### src/rtl/nmea_pkg.sv
// Package for the NMEA 0183 sentence parser core.
// Holds character codes, sentence type codes, status codes, limits and the hex decoder.
// Used by nmea_sentence_parser_core; depends on nothing else.
package nmea_pkg;

	localparam int MaxSentence = 127;
	localparam int MaxFields   = 31;

	// The counters are 7 and 5 bits wide, so the limits clip there.
	localparam logic [6:0] LEN_LIMIT = 7'((MaxSentence < 127) ? MaxSentence : 127);
	localparam logic [4:0] FIELD_CAP = 5'((MaxFields < 31) ? MaxFields : 31);

	localparam logic [7:0] CH_DOLLAR = 8'h24;
	localparam logic [7:0] CH_STAR   = 8'h2A;
	localparam logic [7:0] CH_COMMA  = 8'h2C;

	localparam int NumTypes = 6;
	localparam logic [39:0] TYPE_CODES [NumTypes] = '{
		40'h4750474741, // GPGGA
		40'h4750524D43, // GPRMC
		40'h4750565447, // GPVTG
		40'h4750524D42, // GPRMB
		40'h4750475341, // GPGSA
		40'h4750475356  // GPGSV
	};

	localparam logic [2:0] TYPE_UNKNOWN = 3'd0;

	localparam logic [2:0] ST_OK        = 3'd0;
	localparam logic [2:0] ST_CHECKSUM  = 3'd1;
	localparam logic [2:0] ST_UNKNOWN   = 3'd2;
	localparam logic [2:0] ST_BAD_HEX   = 3'd3;
	localparam logic [2:0] ST_TOO_LONG  = 3'd4;

	localparam logic KIND_FIELD    = 1'b0;
	localparam logic KIND_SENTENCE = 1'b1;

	typedef enum logic [3:0] {
		PH_IDLE = 4'b0001,
		PH_BODY = 4'b0010,
		PH_HEX1 = 4'b0100,
		PH_HEX2 = 4'b1000
	} phase_t;

	typedef struct packed {
		logic       bad;
		logic [3:0] value;
	} hex_t;

	// Decodes one checksum digit; anything that is not a hex digit is bad and reads as zero.
	function automatic hex_t hex_decode(input logic [7:0] b);
		hex_t       h;
		logic [7:0] d;
		h = '0;
		d = '0;
		if (b >= 8'h30 && b <= 8'h39) begin
			d = b - 8'h30;
			h.value = d[3:0];
		end else if (b >= 8'h41 && b <= 8'h46) begin
			d = b - 8'h37;
			h.value = d[3:0];
		end else if (b >= 8'h61 && b <= 8'h66) begin
			d = b - 8'h57;
			h.value = d[3:0];
		end else begin
			h.bad = 1'b1;
		end
		return h;
	endfunction

endpackage

### src/rtl/nmea_sentence_parser_core.sv
// Top level of the NMEA 0183 sentence parser: byte stream in, field and sentence items out.
// Depends on nmea_pkg for codes, limits and the hex decoder.
//
// Channel   Dir  Signals                      Content
// s_        in   tvalid tready tdata[7:0]     in_byte
// m_        out  tvalid tready tdata[39:0]    field and sentence results
//                tuser                        result_kind
//
// One byte is accepted every cycle while the output side takes results.
// A byte goes through the input register, then one pass of parse logic updates the
// sentence state and loads the result register. A waiting result stalls the parse
// stage; one more byte is still taken into the input register. Reset clears the parse
// state to idle, waiting for a dollar sign.
module nmea_sentence_parser_core (
	input  logic        clk,
	input  logic        arst_n,
	input  logic        s_tvalid,
	output logic        s_tready,
	input  logic [7:0]  s_tdata,  // [7:0] in_byte
	output logic        m_tvalid,
	input  logic        m_tready,
	// [4:0] field_index, [11:5] field_start, [18:12] field_length, [21:19] status,
	// [24:22] sentence_type, [32:25] checksum_calc, [37:33] field_total, [39:38] zero
	output logic [39:0] m_tdata,
	output logic        m_tuser   // [0] result_kind
);
	import nmea_pkg::*;

	logic        s1_valid_q;
	logic [7:0]  byte_s1;

	phase_t      phase_q, phase_d;
	logic [7:0]  xor_q, xor_d;
	logic [3:0]  nibble_q, nibble_d;
	logic [39:0] addr_q, addr_d;
	logic [6:0]  count_q, count_d;
	logic [4:0]  field_q, field_d;
	logic [6:0]  start_q, start_d;
	logic        ovf_q, ovf_d;
	logic        bad_q, bad_d;

	logic        res_valid;
	logic        res_kind;
	logic [4:0]  res_index;
	logic [6:0]  res_start;
	logic [6:0]  res_length;
	logic [2:0]  res_status;
	logic [2:0]  res_type;
	logic [7:0]  res_xor;
	logic [4:0]  res_total;

	logic        out_free;
	logic        s1_fire;
	logic        close_ok;
	logic [6:0]  close_len;
	hex_t        hex;
	logic [7:0]  sum;
	logic [2:0]  match_type;

	assign out_free = !m_tvalid || m_tready;
	assign s1_fire  = s1_valid_q && out_free;
	assign s_tready = !s1_valid_q || out_free;

	always_ff @(posedge clk or negedge arst_n) begin
		if (!arst_n) begin
			s1_valid_q <= 1'b0;
		end else if (s_tready) begin
			s1_valid_q <= s_tvalid;
		end
	end

	always_ff @(posedge clk) begin
		if (s_tvalid && s_tready) begin
			byte_s1 <= s_tdata;
		end
	end

	// A field closes at the current offset only when it holds at least one character.
	assign close_ok  = !ovf_q && (field_q != 5'd0) && (count_q > start_q);
	assign close_len = count_q - start_q;
	assign hex       = hex_decode(byte_s1);
	assign sum       = {nibble_q, hex.value};

	always_comb begin
		match_type = TYPE_UNKNOWN;
		if (count_q >= 7'd5) begin
			for (int i = NumTypes - 1; i >= 0; i--) begin
				if (addr_q == TYPE_CODES[i]) begin
					match_type = 3'(i + 1);
				end
			end
		end
	end

	always_comb begin
		phase_d  = phase_q;
		xor_d    = xor_q;
		nibble_d = nibble_q;
		addr_d   = addr_q;
		count_d  = count_q;
		field_d  = field_q;
		start_d  = start_q;
		ovf_d    = ovf_q;
		bad_d    = bad_q;

		res_valid  = 1'b0;
		res_kind   = KIND_FIELD;
		res_index  = '0;
		res_start  = '0;
		res_length = '0;
		res_status = ST_OK;
		res_type   = TYPE_UNKNOWN;
		res_xor    = '0;
		res_total  = '0;

		if (byte_s1 == CH_DOLLAR) begin
			phase_d  = PH_BODY;
			xor_d    = '0;
			nibble_d = '0;
			addr_d   = '0;
			count_d  = '0;
			field_d  = '0;
			start_d  = '0;
			ovf_d    = 1'b0;
			bad_d    = 1'b0;
		end else begin
			unique case (phase_q)
				PH_BODY: begin
					if (byte_s1 == CH_STAR) begin
						res_valid  = close_ok;
						res_index  = field_q;
						res_start  = start_q;
						res_length = close_len;
						phase_d    = PH_HEX1;
					end else begin
						xor_d = xor_q ^ byte_s1;
						if (ovf_q || count_q >= LEN_LIMIT) begin
							// Past the length limit the byte still counts toward the checksum only.
							ovf_d = 1'b1;
						end else begin
							if (count_q < 7'd5) begin
								addr_d = {addr_q[31:0], byte_s1};
							end
							if (byte_s1 == CH_COMMA) begin
								res_valid  = close_ok;
								res_index  = field_q;
								res_start  = start_q;
								res_length = close_len;
								if (field_q < FIELD_CAP) begin
									field_d = field_q + 5'd1;
								end
								start_d = count_q + 7'd1;
							end
							count_d = count_q + 7'd1;
						end
					end
				end
				PH_HEX1: begin
					nibble_d = hex.value;
					bad_d    = bad_q | hex.bad;
					phase_d  = PH_HEX2;
				end
				PH_HEX2: begin
					bad_d     = bad_q | hex.bad;
					res_valid = 1'b1;
					res_kind  = KIND_SENTENCE;
					res_type  = match_type;
					res_xor   = xor_q;
					res_total = field_q;
					priority if (ovf_q) begin
						res_status = ST_TOO_LONG;
					end else if (bad_q || hex.bad) begin
						res_status = ST_BAD_HEX;
					end else if (sum != xor_q) begin
						res_status = ST_CHECKSUM;
					end else if (match_type == TYPE_UNKNOWN) begin
						res_status = ST_UNKNOWN;
					end else begin
						res_status = ST_OK;
					end
					phase_d = PH_IDLE;
				end
				PH_IDLE: begin
					phase_d = PH_IDLE;
				end
				default: begin
					phase_d = PH_IDLE;
				end
			endcase
		end
	end

	always_ff @(posedge clk or negedge arst_n) begin
		if (!arst_n) begin
			phase_q  <= PH_IDLE;
			xor_q    <= '0;
			nibble_q <= '0;
			addr_q   <= '0;
			count_q  <= '0;
			field_q  <= '0;
			start_q  <= '0;
			ovf_q    <= 1'b0;
			bad_q    <= 1'b0;
		end else if (s1_fire) begin
			phase_q  <= phase_d;
			xor_q    <= xor_d;
			nibble_q <= nibble_d;
			addr_q   <= addr_d;
			count_q  <= count_d;
			field_q  <= field_d;
			start_q  <= start_d;
			ovf_q    <= ovf_d;
			bad_q    <= bad_d;
		end
	end

	always_ff @(posedge clk or negedge arst_n) begin
		if (!arst_n) begin
			m_tvalid <= 1'b0;
		end else if (out_free) begin
			m_tvalid <= s1_fire && res_valid;
		end
	end

	always_ff @(posedge clk) begin
		if (s1_fire && res_valid) begin
			m_tuser <= res_kind;
			m_tdata <= {2'b00, res_total, res_xor, res_type, res_status,
			            res_length, res_start, res_index};
		end
	end

`ifndef SYNTHESIS
	// Once the body runs over, the character count sits at the length limit.
	assert property (@(posedge clk) disable iff (!arst_n)
		ovf_q |-> (count_q == LEN_LIMIT))
		else $error("overflow set with count away from the limit");

	assert property (@(posedge clk) disable iff (!arst_n)
		field_q <= FIELD_CAP)
		else $error("field counter beyond its cap");

	// A held result with a held byte behind it must stop the input side.
	assert property (@(posedge clk) disable iff (!arst_n)
		(s1_valid_q && m_tvalid && !m_tready) |-> !s_tready)
		else $error("input accepted while parse stage is blocked");

	assert property (@(posedge clk) disable iff (!arst_n)
		(m_tvalid && (m_tuser == KIND_FIELD)) |-> (m_tdata[18:12] != 7'd0))
		else $error("field item with zero length");

	// A sentence item can only come from the second checksum digit.
	assert property (@(posedge clk) disable iff (!arst_n)
		(s1_fire && res_valid && (res_kind == KIND_SENTENCE)) |-> (phase_q == PH_HEX2))
		else $error("sentence item outside the checksum phase");
`endif

endmodule

### config.mk
export PLATFORM = sky130hd
export DESIGN_NAME = nmea_sentence_parser_core
export DESIGN_NICKNAME = d
export VERILOG_FILES = /design/src/rtl/nmea_pkg.sv /design/src/rtl/nmea_sentence_parser_core.sv
export SDC_FILE = /design/constraint.sdc
export NUM_CORES = 1
export LEC_CHECK = 0
export BUFFER_PORTS_ARGS = -buffer_cell sky130_fd_sc_hd__buf_4
export CORE_UTILIZATION = 55
export CTS_CLUSTER_SIZE = 10
export DETAILED_ROUTE_END_ITERATION = 8
export HOLD_SLACK_MARGIN = 0.05
export PLACE_DENSITY = 0.75
export SYNTH_ARGS = -nofsm -noshare
export SYNTH_HDL_FRONTEND = slang
export SYNTH_SLANG_ARGS = --single-unit
### constraint.sdc
create_clock -name clk -period 5.7 [get_ports clk]
set_clock_uncertainty 0.2 [all_clocks]
set_input_delay 0.57 -clock clk [delete_from_list [all_inputs] [get_ports clk]]
set_output_delay 0.57 -clock clk [all_outputs]
set_load 0.05 [all_outputs]
== Word-level counts from Yosys, hierarchy flattened ==
Cells that the tools add are included.

* Output and inout port bits: 43
* Flip-flop bits (word level): 126
* Logic and storage cells: 156
* Input port bits: 12

* Eq/ne operators: 16
* Reductions and logical operators: 37
* $lt $le $gt $ge: 11
* $add $sub $neg: 6
* Bitwise operators: 4
* Multiplexer cells: 66

{| class="wikitable"
|+ Operator list
! cell !! count
|-
| 40-bit by 39-bit equality test with 1-bit output, second input constant || 6
|-
| 40-bit two-way mux || 5
|-
| 7-bit two-way mux || 15
|-
| 5-bit two-way mux || 9
|-
| 4-bit two-way mux || 7
|-
| 8-bit by 6-bit equality test with 1-bit output, second input constant || 3
|-
| 3-bit two-way mux || 8
|-
| 8-bit two-way mux || 3
|-
| 8-bit by 7-bit greater-or-equal comparator with 1-bit output, second input constant || 2
|-
| 8-bit by 7-bit <= comparator with 1-bit output, second input constant || 2
|-
| 1-bit two-way mux || 14
|-
| 2-bit nonzero test || 7
|-
| 5-bit AND reduction || 2
|-
| 8-bit by 6-bit greater-or-equal comparator with 1-bit output, second input constant || 1
|-
| 8-bit by 6-bit <= comparator with 1-bit output, second input constant || 1
|-
| 1-bit logical AND || 8
|-
| 8-bit != test || 1
|-
| 4-bit one-hot mux with 2 select lines || 1
|-
| 4-bit AND reduction || 2
|-
| 4-bit by 3-bit subtractor with 4-bit output, second input constant || 2
|-
| 8-bit bitwise XOR || 1
|-
| 7-bit by 1-bit adder with 7-bit output, second input constant || 1
|-
| 7-bit by 3-bit greater-or-equal comparator with 1-bit output, second input constant || 1
|-
| 7-bit greater-or-equal comparator, second input constant || 1
|-
| 24 further kinds || 37
|}

== Depth between registers and ports, before layout ==
Gate-level depths: netlist (run 1).

* Word-level depth: 13
* Mapped depth: 11
* Gate-level depth less buffers: 11

== Worst setup path after synthesis (run 1) ==
No wires, ideal clock.

* Path kind: flip-flop to flip-flop
* Start point: reg count_q[1]
* End point: reg m_tdata[0] (enable)
* Clock period less this slack: 4.194 ns
* Arrival: 3.546 ns
* Slack: 1.506 ns
* Stages on the path, launching flop included: 7
* Data required time: 5.052 ns
* Setup time: 0.448 ns
* Buffers on the path: 0
* Cell sequence: dfrtp_1 > ha_1 > o21a_1 > a31oi_1 > a31o_2 > o311ai_0 > a21oi_1

* Longest elaborated chain between the ends: 8
* Elaborated cells between the ends (all ways): 10
* Those cells by class: 2 x order compare; 5 x mux; 3 x reduce/logical

{| class="wikitable"
|+ RTL lines
! what !! RTL line !! text
|-
| start, declared || nmea_sentence_parser_core.sv:36 || <nowiki>logic [6:0] count_q, count_d;</nowiki>
|-
| start signal, assigned || nmea_sentence_parser_core.sv:209 || <nowiki>count_q <= count_d;</nowiki>
|-
| 7-bit > comparator || nmea_sentence_parser_core.sv:79 || <nowiki>assign close_ok = !ovf_q && (field_q != 5'd0) && (count_q > start_q);</nowiki>
|-
| 1-bit logical AND || nmea_sentence_parser_core.sv:79 ||
|-
| 1-bit two-way mux || nmea_sentence_parser_core.sv:144 || <nowiki>if (byte_s1 == CH_COMMA) begin</nowiki>
|-
| 1-bit two-way mux || nmea_sentence_parser_core.sv:137 || <nowiki>if (ovf_q || count_q >= LEN_LIMIT) begin</nowiki>
|-
| 1-bit two-way mux * || nmea_sentence_parser_core.sv:129 || <nowiki>if (byte_s1 == CH_STAR) begin</nowiki>
|-
| 1-bit one-hot mux with 2 select lines * || nmea_sentence_parser_core.sv:127 || <nowiki>unique case (phase_q)</nowiki>
|-
| 1-bit two-way mux * || nmea_sentence_parser_core.sv:116 || <nowiki>if (byte_s1 == CH_DOLLAR) begin</nowiki>
|-
| 1-bit logical AND * || nmea_sentence_parser_core.sv:226 || <nowiki>if (s1_fire && res_valid) begin</nowiki>
|-
| end signal, assigned || nmea_sentence_parser_core.sv:228 || <nowiki>m_tdata <= {2'b00, res_total, res_xor, res_type, res_status,</nowiki>
|-
| end, declared || nmea_sentence_parser_core.sv:24 || <nowiki>output logic [39:0] m_tdata,</nowiki>
|}

Every way passes the cells marked *; elsewhere a longest branch is shown, timed or not.
A chain may end at the register's enable or synchronous reset.

== Worst setup path after layout (run 1) ==
* Start point: reg count_q[1]
* End point: reg m_tdata[22] (enable)

Same word-level chain as after synthesis.

==> results of run 1 <==
## logic make-up after synthesis
kind of cell    Yosys count  share of synthesized area, %
compound gates          100                         10.84
flops                   126                         55.81
xor+xnor                 24                         3.461
simple gates            250                         20.93
other cells               1                       0.06175
fa+ha+maj                17                         3.626
mux                      10                         1.792
buf+inv                  48                         3.481
## critical path, stage by stage, from the launching register on
cell and delay [ps]:
dfrtp_1 470, ha_1 340, nor2b_1 130, o21ai_0 180, a21oi_1 120, o21ai_0 230
a21oi_1 130, o311ai_0 1030, a21oi_4 530
## repair_timing
item | CTS | global route
hold buffers | 10 | 0
gates resized for setup | 0 | 0
endpoints found under the hold margin | 68 | 0
## per-layer routing
metal / up-vias / share of wire [%] / global-route usage, %
li1: 2141 / - / -
met1: 2163 / 44 / 30.37
met2: 146 / 49 / 38.76
met3: 32 / 4.9 / 5.775
met4: 0 / 2.2 / 9.883
met5: - / 0 / 0
## power by group
part           switching, mW  leakage, nW  internal, mW
Clock                  0.380        0.318         0.806
Sequential            0.0345         1.54         0.963
Combinational         0.0696         1.28        0.0505
Total                  0.484         3.14          1.82
## area by class of cell
| cell class | count | share of cell area [%] |
|---|---|---|
| tap | 140 | 2.398 |
| clock buffer | 20 | 5.962 |
| inverter | 23 | 1.182 |
| clock inverter | 12 | 2.947 |
| sequential | 126 | 46.41 |
| multi-input combinational | 403 | 34.18 |
| timing repair buffer | 64 | 6.921 |
## through the flow
| stage | hold WS [ps] | setup WS (ps) | util [%] | power, mW | cell area [um^2] |
|---|---|---|---|---|---|
| floorplan | 74.41 | 1506 | - | 1.082 | 6077 |
| global placement | 261.1 | 1951 | 60.71 | 1.122 | 6553 |
| detailed placement | 274.1 | 1979 | 60.71 | 1.127 | 6553 |
| CTS | 164.6 | 1948 | 67.67 | 2.317 | 7303 |
| global route | 203.3 | 1597 | 67.67 | 2.377 | 7303 |
| finish | 175.1 | 1905 | 67.67 | 2.304 | 7303 |
## path summary, 6_finish.rpt
path                                 start           to  slack (ps)  cells past startpoint
min in group asynchronous           arst_n   field_q[2]         540                      2
worst min register to register  addr_q[32]   addr_q[32]         290                      2
worst max register to register  count_q[1]  m_tdata[22]        1900                      8
max in group asynchronous           arst_n   addr_q[26]        4120                      2
worst min-delay path              m_tready   s1_valid_q         180                      4
worst max-delay path            count_q[1]  m_tdata[22]        1900                      8
## registers in the layout, indices dropped and copies added, names as in the netlist
| name | count |
|---|---|
| m_tvalid | 1 |
| start_q | 7 |
| m_tuser | 1 |
| byte_s1 | 8 |
| m_tdata | 38 |
| bad_q | 1 |
| count_q | 7 |
| nibble_q | 4 |
| ovf_q | 1 |
| xor_q | 8 |
| s1_valid_q | 1 |
| field_q | 5 |
| addr_q | 40 |
| phase_q | 4 |
## synthesized netlist by cell type (2+ instances only)
master / count
o31ai_1: 12
nor2b_1: 6
nand4_1: 7
buf_6: 2
nor4bb_1: 2
nand3b_1: 4
nor4_1: 7
and2_1: 21
mux2i_1: 3
a22o_1: 4
mux2_2: 7
o21a_1: 3
xor2_1: 15
o41ai_1: 2
dfrtp_1: 78
a21oi_1: 16
nand2_1: 99
xnor2_1: 9
o31ai_2: 2
nor2_1: 45
a21o_1: 4
buf_2: 7
a31oi_1: 2
nand2b_1: 5
clkbuf_1: 14
nor3b_1: 2
nor3_1: 9
edfxtp_1: 47
and3_1: 10
nor4b_1: 7
nand3_1: 13
inv_1: 23
or3_1: 2
o21ai_0: 35
ha_1: 16
o21bai_1: 2
buf_4: 2
o21ai_1: 6
==> flow_metrics.env, run 1 <==
export IMPL_antenna_found_initial=0
export IMPL_diodes=0
export IMPL_async_flop_share_pct=62.70
export IMPL_period_share_pct=66.58
export IMPL_routabilityCongestion=0.8699
export IMPL_cts_tree="done"
export IMPL_maxCapViolCount=0
export IMPL_grt_pass1_wl_um=20770
export IMPL_die_w_um=107.1
export IMPL_track_usage_pct=23.76
export IMPL_cts_htree_levels=4
export IMPL_synth_area_top_cells="dfrtp_1, edfxtp_1, nand2_1"
export IMPL_cp_required_ps=5620
export IMPL_synth_top_cell_by_area="dfrtp_1"
export IMPL_area_growth_pct=20.25
export IMPL_initial_core_util_pct=56.27
export IMPL_syn_area_mm2=0.006073
export IMPL_numPlacedInstances=746
export IMPL_hold_viol=0
export IMPL_synthFlopType="dfrtp_1"
export IMPL_final_cell_mix="nand2_1, dfrtp_1, buf_4"
export IMPL_end_kind="flip-flop"
export IMPL_gr_total_overflow=0
export IMPL_status="complete, no violations"
export IMPL_clk_latency_ps=530
export IMPL_core_area_mm2=0.01079
export IMPL_synth_cell_type_count=64
export IMPL_final_common_cell="nand2_1"
export IMPL_path_class="reg -> reg"
export IMPL_multi_input_area_mm2=0.002496
export IMPL_setup_tns_ps=0
export IMPL_antenna_left=0
export IMPL_synth_top_cell_area_share_pct=32.14
export IMPL_root_buffer="clkbuf_8"
export IMPL_ir_drop_mv=0.2023
export IMPL_cts_sinks=126
export IMPL_port_buffer_count=52
export IMPL_drc=0
export IMPL_tightest_slew_ps=1256
export IMPL_die_area_mm2=0.01147
export IMPL_synth_edff_count=47
export IMPL_clk_path_buf_depth=2
export IMPL_cts_setup_buffers=0
export IMPL_yosysSeqAreaShare_pct=55.81
export IMPL_post_route_min_period_ps=3795
export IMPL_cts_made_buffers=17
export IMPL_critPathLaunchType="flip-flop"
export IMPL_hp_class="in -> reg"
export IMPL_synth_seq_cells=126
export IMPL_first_pass_iters=5
export IMPL_layout_drive_gt1_share_pct=15.74
export IMPL_final_setup_viol_count=0
export IMPL_drv_slew=0
export IMPL_p_leak_nw=3.141
export IMPL_drt_iter0_drc=369
export IMPL_fp_dieH_um=107.1
export IMPL_grt_max_degree=80
export IMPL_wl_per_cell_um=15.65
export IMPL_power_density_mw_per_mm2=315.4
export IMPL_seqCellArea_mm2=0.003390
export IMPL_final_cells=788
export IMPL_ios=55
export IMPL_crit_fanout=39
export IMPL_via_count=4482
export IMPL_rows=38
export IMPL_fillers=811
export IMPL_slew_headroom_pct=15.18
export IMPL_rsz0062_at_grt="false"
export IMPL_arrival_ps=3720
export IMPL_yosysWarnings=0
export IMPL_fmax_mhz=263.5
export IMPL_synthCells=576
export IMPL_viasPerCell=5.688
export IMPL_path_clk_slew_ps=60
export IMPL_avgSynthCellArea_um2=10.54
export IMPL_wl_um=12330
export IMPL_layout_nets=664
export IMPL_dp_hpwl_um=8391
export IMPL_grt_pass1_vias=4405
Power figures use the tool's default switching activity.
==> inputs of run 2 (changes only) <==
--- a/config.mk
+++ b/config.mk
@@ -5,12 +5,13 @@
 export SDC_FILE = /design/constraint.sdc
 export NUM_CORES = 1
 export LEC_CHECK = 0
+export ABC_AREA = 1
 export BUFFER_PORTS_ARGS = -buffer_cell sky130_fd_sc_hd__buf_4
-export CORE_UTILIZATION = 55
+export CORE_UTILIZATION = 54
 export CTS_CLUSTER_SIZE = 10
 export DETAILED_ROUTE_END_ITERATION = 8
 export HOLD_SLACK_MARGIN = 0.05
-export PLACE_DENSITY = 0.75
+export PLACE_DENSITY = 0.76
 export SYNTH_ARGS = -nofsm -noshare
 export SYNTH_HDL_FRONTEND = slang
 export SYNTH_SLANG_ARGS = --single-unit
==> constraint.sdc (replaced) <==
create_clock -name clk -period 3.2 [get_ports clk]
set_clock_uncertainty 0.2 [all_clocks]
set_input_delay 0.32 -clock clk [delete_from_list [all_inputs] [get_ports clk]]
set_output_delay 0.32 -clock clk [all_outputs]
set_load 0.05 [all_outputs]
==> flow_metrics.env, run 2 <==
export IMPL_core_area_mm2=0.01147
export IMPL_ios=55
export IMPL_diodes=0
export IMPL_antenna_found_initial=0
export IMPL_p_leak_nw=3.670
export IMPL_first_pass_iters=5
export IMPL_grt_max_degree=80
export IMPL_status="complete, no violations"
export IMPL_setup_slack_ps=232.2
export IMPL_cts_made_buffers=17
export IMPL_setup_tns_ps=0
export IMPL_synth_most_common_cell="nand2_1"
export IMPL_synth_commonest_cells="nand2_1, nor2_1, inv_1, dfrtp_1, nand3_1"
export IMPL_path_class="reg -> reg"
export IMPL_root_buffer="clkbuf_16"
export IMPL_slew_headroom_pct=32.89
export IMPL_total_power_mw=4.110
export IMPL_layout_drive_gt1_share_pct=12.36
export IMPL_gr_total_overflow=0
export IMPL_numPlacedInstances=932
export IMPL_end_kind="flip-flop"
export IMPL_via_count=5374
export IMPL_crit_chain="ha_1, nand2_1, nor3_1, nor2_1, o21ai_0, o21ai_0, nand4_1, nand2_1, nand2_1, inv_1, buf_12"
export IMPL_cts_sinks=126
export IMPL_period_share_pct=92.74
export IMPL_synth_area_top_cells="dfrtp_1, edfxtp_1, nand2_1"
export IMPL_hold_viol=0
export IMPL_synthFlopType="dfrtp_1"
export IMPL_synth_top_cell_by_area="dfrtp_1"
export IMPL_cts_htree_levels=4
export IMPL_grt_pass1_vias=5184
export IMPL_async_flop_share_pct=62.70
export IMPL_fp_dieH_um=110.6
export IMPL_yosysSeqAreaShare_pct=53.21
export IMPL_placed_cell_area_mm2=0.006897
export IMPL_final_cells=976
export IMPL_routabilityCongestion=0.9366
export IMPL_holdWs_ps=278.2
export IMPL_maxCapViolCount=0
export IMPL_track_usage_pct=25.99
export IMPL_port_buffer_count=52
export IMPL_synth_edff_count=47
export IMPL_syn_area_mm2=0.006370
export IMPL_cts_tree="done"
export IMPL_antenna_left=0
export IMPL_avgSynthCellArea_um2=8.504
export IMPL_crit_fanout=39
export IMPL_tightest_slew_ps=1007
export IMPL_grt_pass1_wl_um=25190
export IMPL_drc=0
export IMPL_dp_hpwl_um=10310
export IMPL_hp_class="reg -> reg"
export IMPL_post_place_ws_ps=335.3
export IMPL_wl_um=14840
export IMPL_clk_latency_ps=420
export IMPL_rows=39
export IMPL_largest_reg_flops=40
export IMPL_synth_seq_cells=126
export IMPL_synthCells=749
export IMPL_layout_nets=849
export IMPL_arrival_ps=2880
export IMPL_area_growth_pct=20.84
export IMPL_path_common_cell="nand2_1"
export IMPL_synth_cell_type_count=40
export IMPL_synth_top_cell_area_share_pct=30.64
export IMPL_rsz0062_at_grt="false"
export IMPL_layout_cell_area_non_filler_mm2=0.007697
export IMPL_yosysWarnings=0
export IMPL_drv_slew=0
export IMPL_wl_per_cell_um=15.21
export IMPL_largestRegisters="addr_q (40), m_tdata (38)"
export IMPL_ir_drop_mv=0.3811
export IMPL_fmax_mhz=336.9
export IMPL_final_common_cell="nand2_1"
export IMPL_die_area_mm2=0.01223
export IMPL_path_clk_slew_ps=60
export IMPL_utilization_pct=67.12
export IMPL_critPathSlowestCell="o21ai_0"
export IMPL_clk_path_buf_depth=2
export IMPL_final_cell_mix="nand2_1, nor2_1, inv_1"
export IMPL_largest_register="addr_q"
export IMPL_final_setup_viol_count=0
export IMPL_viasPerCell=5.506
export IMPL_initial_core_util_pct=55.55
export IMPL_cpPeakStageDelay_ps=510
export IMPL_critPathLaunchType="flip-flop"
export IMPL_post_route_min_period_ps=2968
export IMPL_die_w_um=110.6
export IMPL_power_density_mw_per_mm2=533.9
export IMPL_drt_iter0_drc=445
export IMPL_cp_required_ps=3110
[run 2: cell count changes after synthesis, sizes merged, moves of 14 or more]
| cell | previous run | this run |
|---|---|---|
| nor2 | 45 | 104 |
| and2 | 21 | 0 |
| nand3 | 13 | 70 |
| o21ai | 41 | 78 |
| inv | 23 | 96 |
| o31ai | 14 | 0 |
| nand2 | 99 | 161 |
[run 2: kinds of logic (layout without fill, tap and decap cells)]
kind of cell               count (synthesis)  count (layout)  share of synthesized area, %
other                                      1               2                       0.05887
AOI/OAI and AO/OA                        105             105                         8.662
DFF                                      126             126                         53.21
buffers and inverters                    117             200                         7.700
xor gates and xnor gates                  10              10                         1.375
adders and majority gates                 17              17                         3.457
and+or+nand+nor                          373             373                         25.54
[run 2: layer usage]
layer  up-vias  track usage, %  part of all wire, %  wire [um]
li1       2601               -                    -          -
met1      2559           36.07                   45       6745
met2       188           40.46                   47       6984
met3        26           4.940                  5.7        850
met4         0           10.31                  1.8        263
met5         -               0                    0          0
[run 2: area by class of cell]
type                       count  area (um^2)
tap                          143        178.9
multi-input combinational    507         2496
clock inverter                14        239.0
sequential                   126         3390
clock buffer                  18        439.2
fill                         899         3770
inverter                      97        366.6
timing repair buffer          71        588.1
[run 2: report_power, final]
group	leakage (nW)	internal (mW)	switching (mW)
Combinational	2.01	0.0561	0.109
Clock	0.324	1.48	0.730
Sequential	1.34	1.70	0.0314
Total	3.67	3.24	0.870
[run 2: critical path, delay by kind of cell (launching register included)]
family          cells  cell delay [ps]
buf+inv             2              350
simple gates        6              720
compound gates      2              660
fa+ha+maj           1              250
flops               1              470
[run 2: worst paths after layout]
check,startpoint,end,slack (ps),cells past startpoint
min in group asynchronous,arst_n,field_q[0],420,2
max in group asynchronous,arst_n,addr_q[10],1730,2
worst min-delay path,byte_s1[6],xor_q[6],280,1
worst max-delay path,count_q[1],m_tdata[16],230,11
worst max register to register,count_q[1],m_tdata[16],230,11
worst min register to register,byte_s1[6],xor_q[6],280,1
[run 2: repair_timing]
action | 4_1_cts | 5_1_grt
endpoints found under the hold margin | 88 | 0
hold buffers | 12 | 0
resized for setup | 0 | 1
endpoints found under the setup margin | 0 | 1
setup buffers | 0 | 0
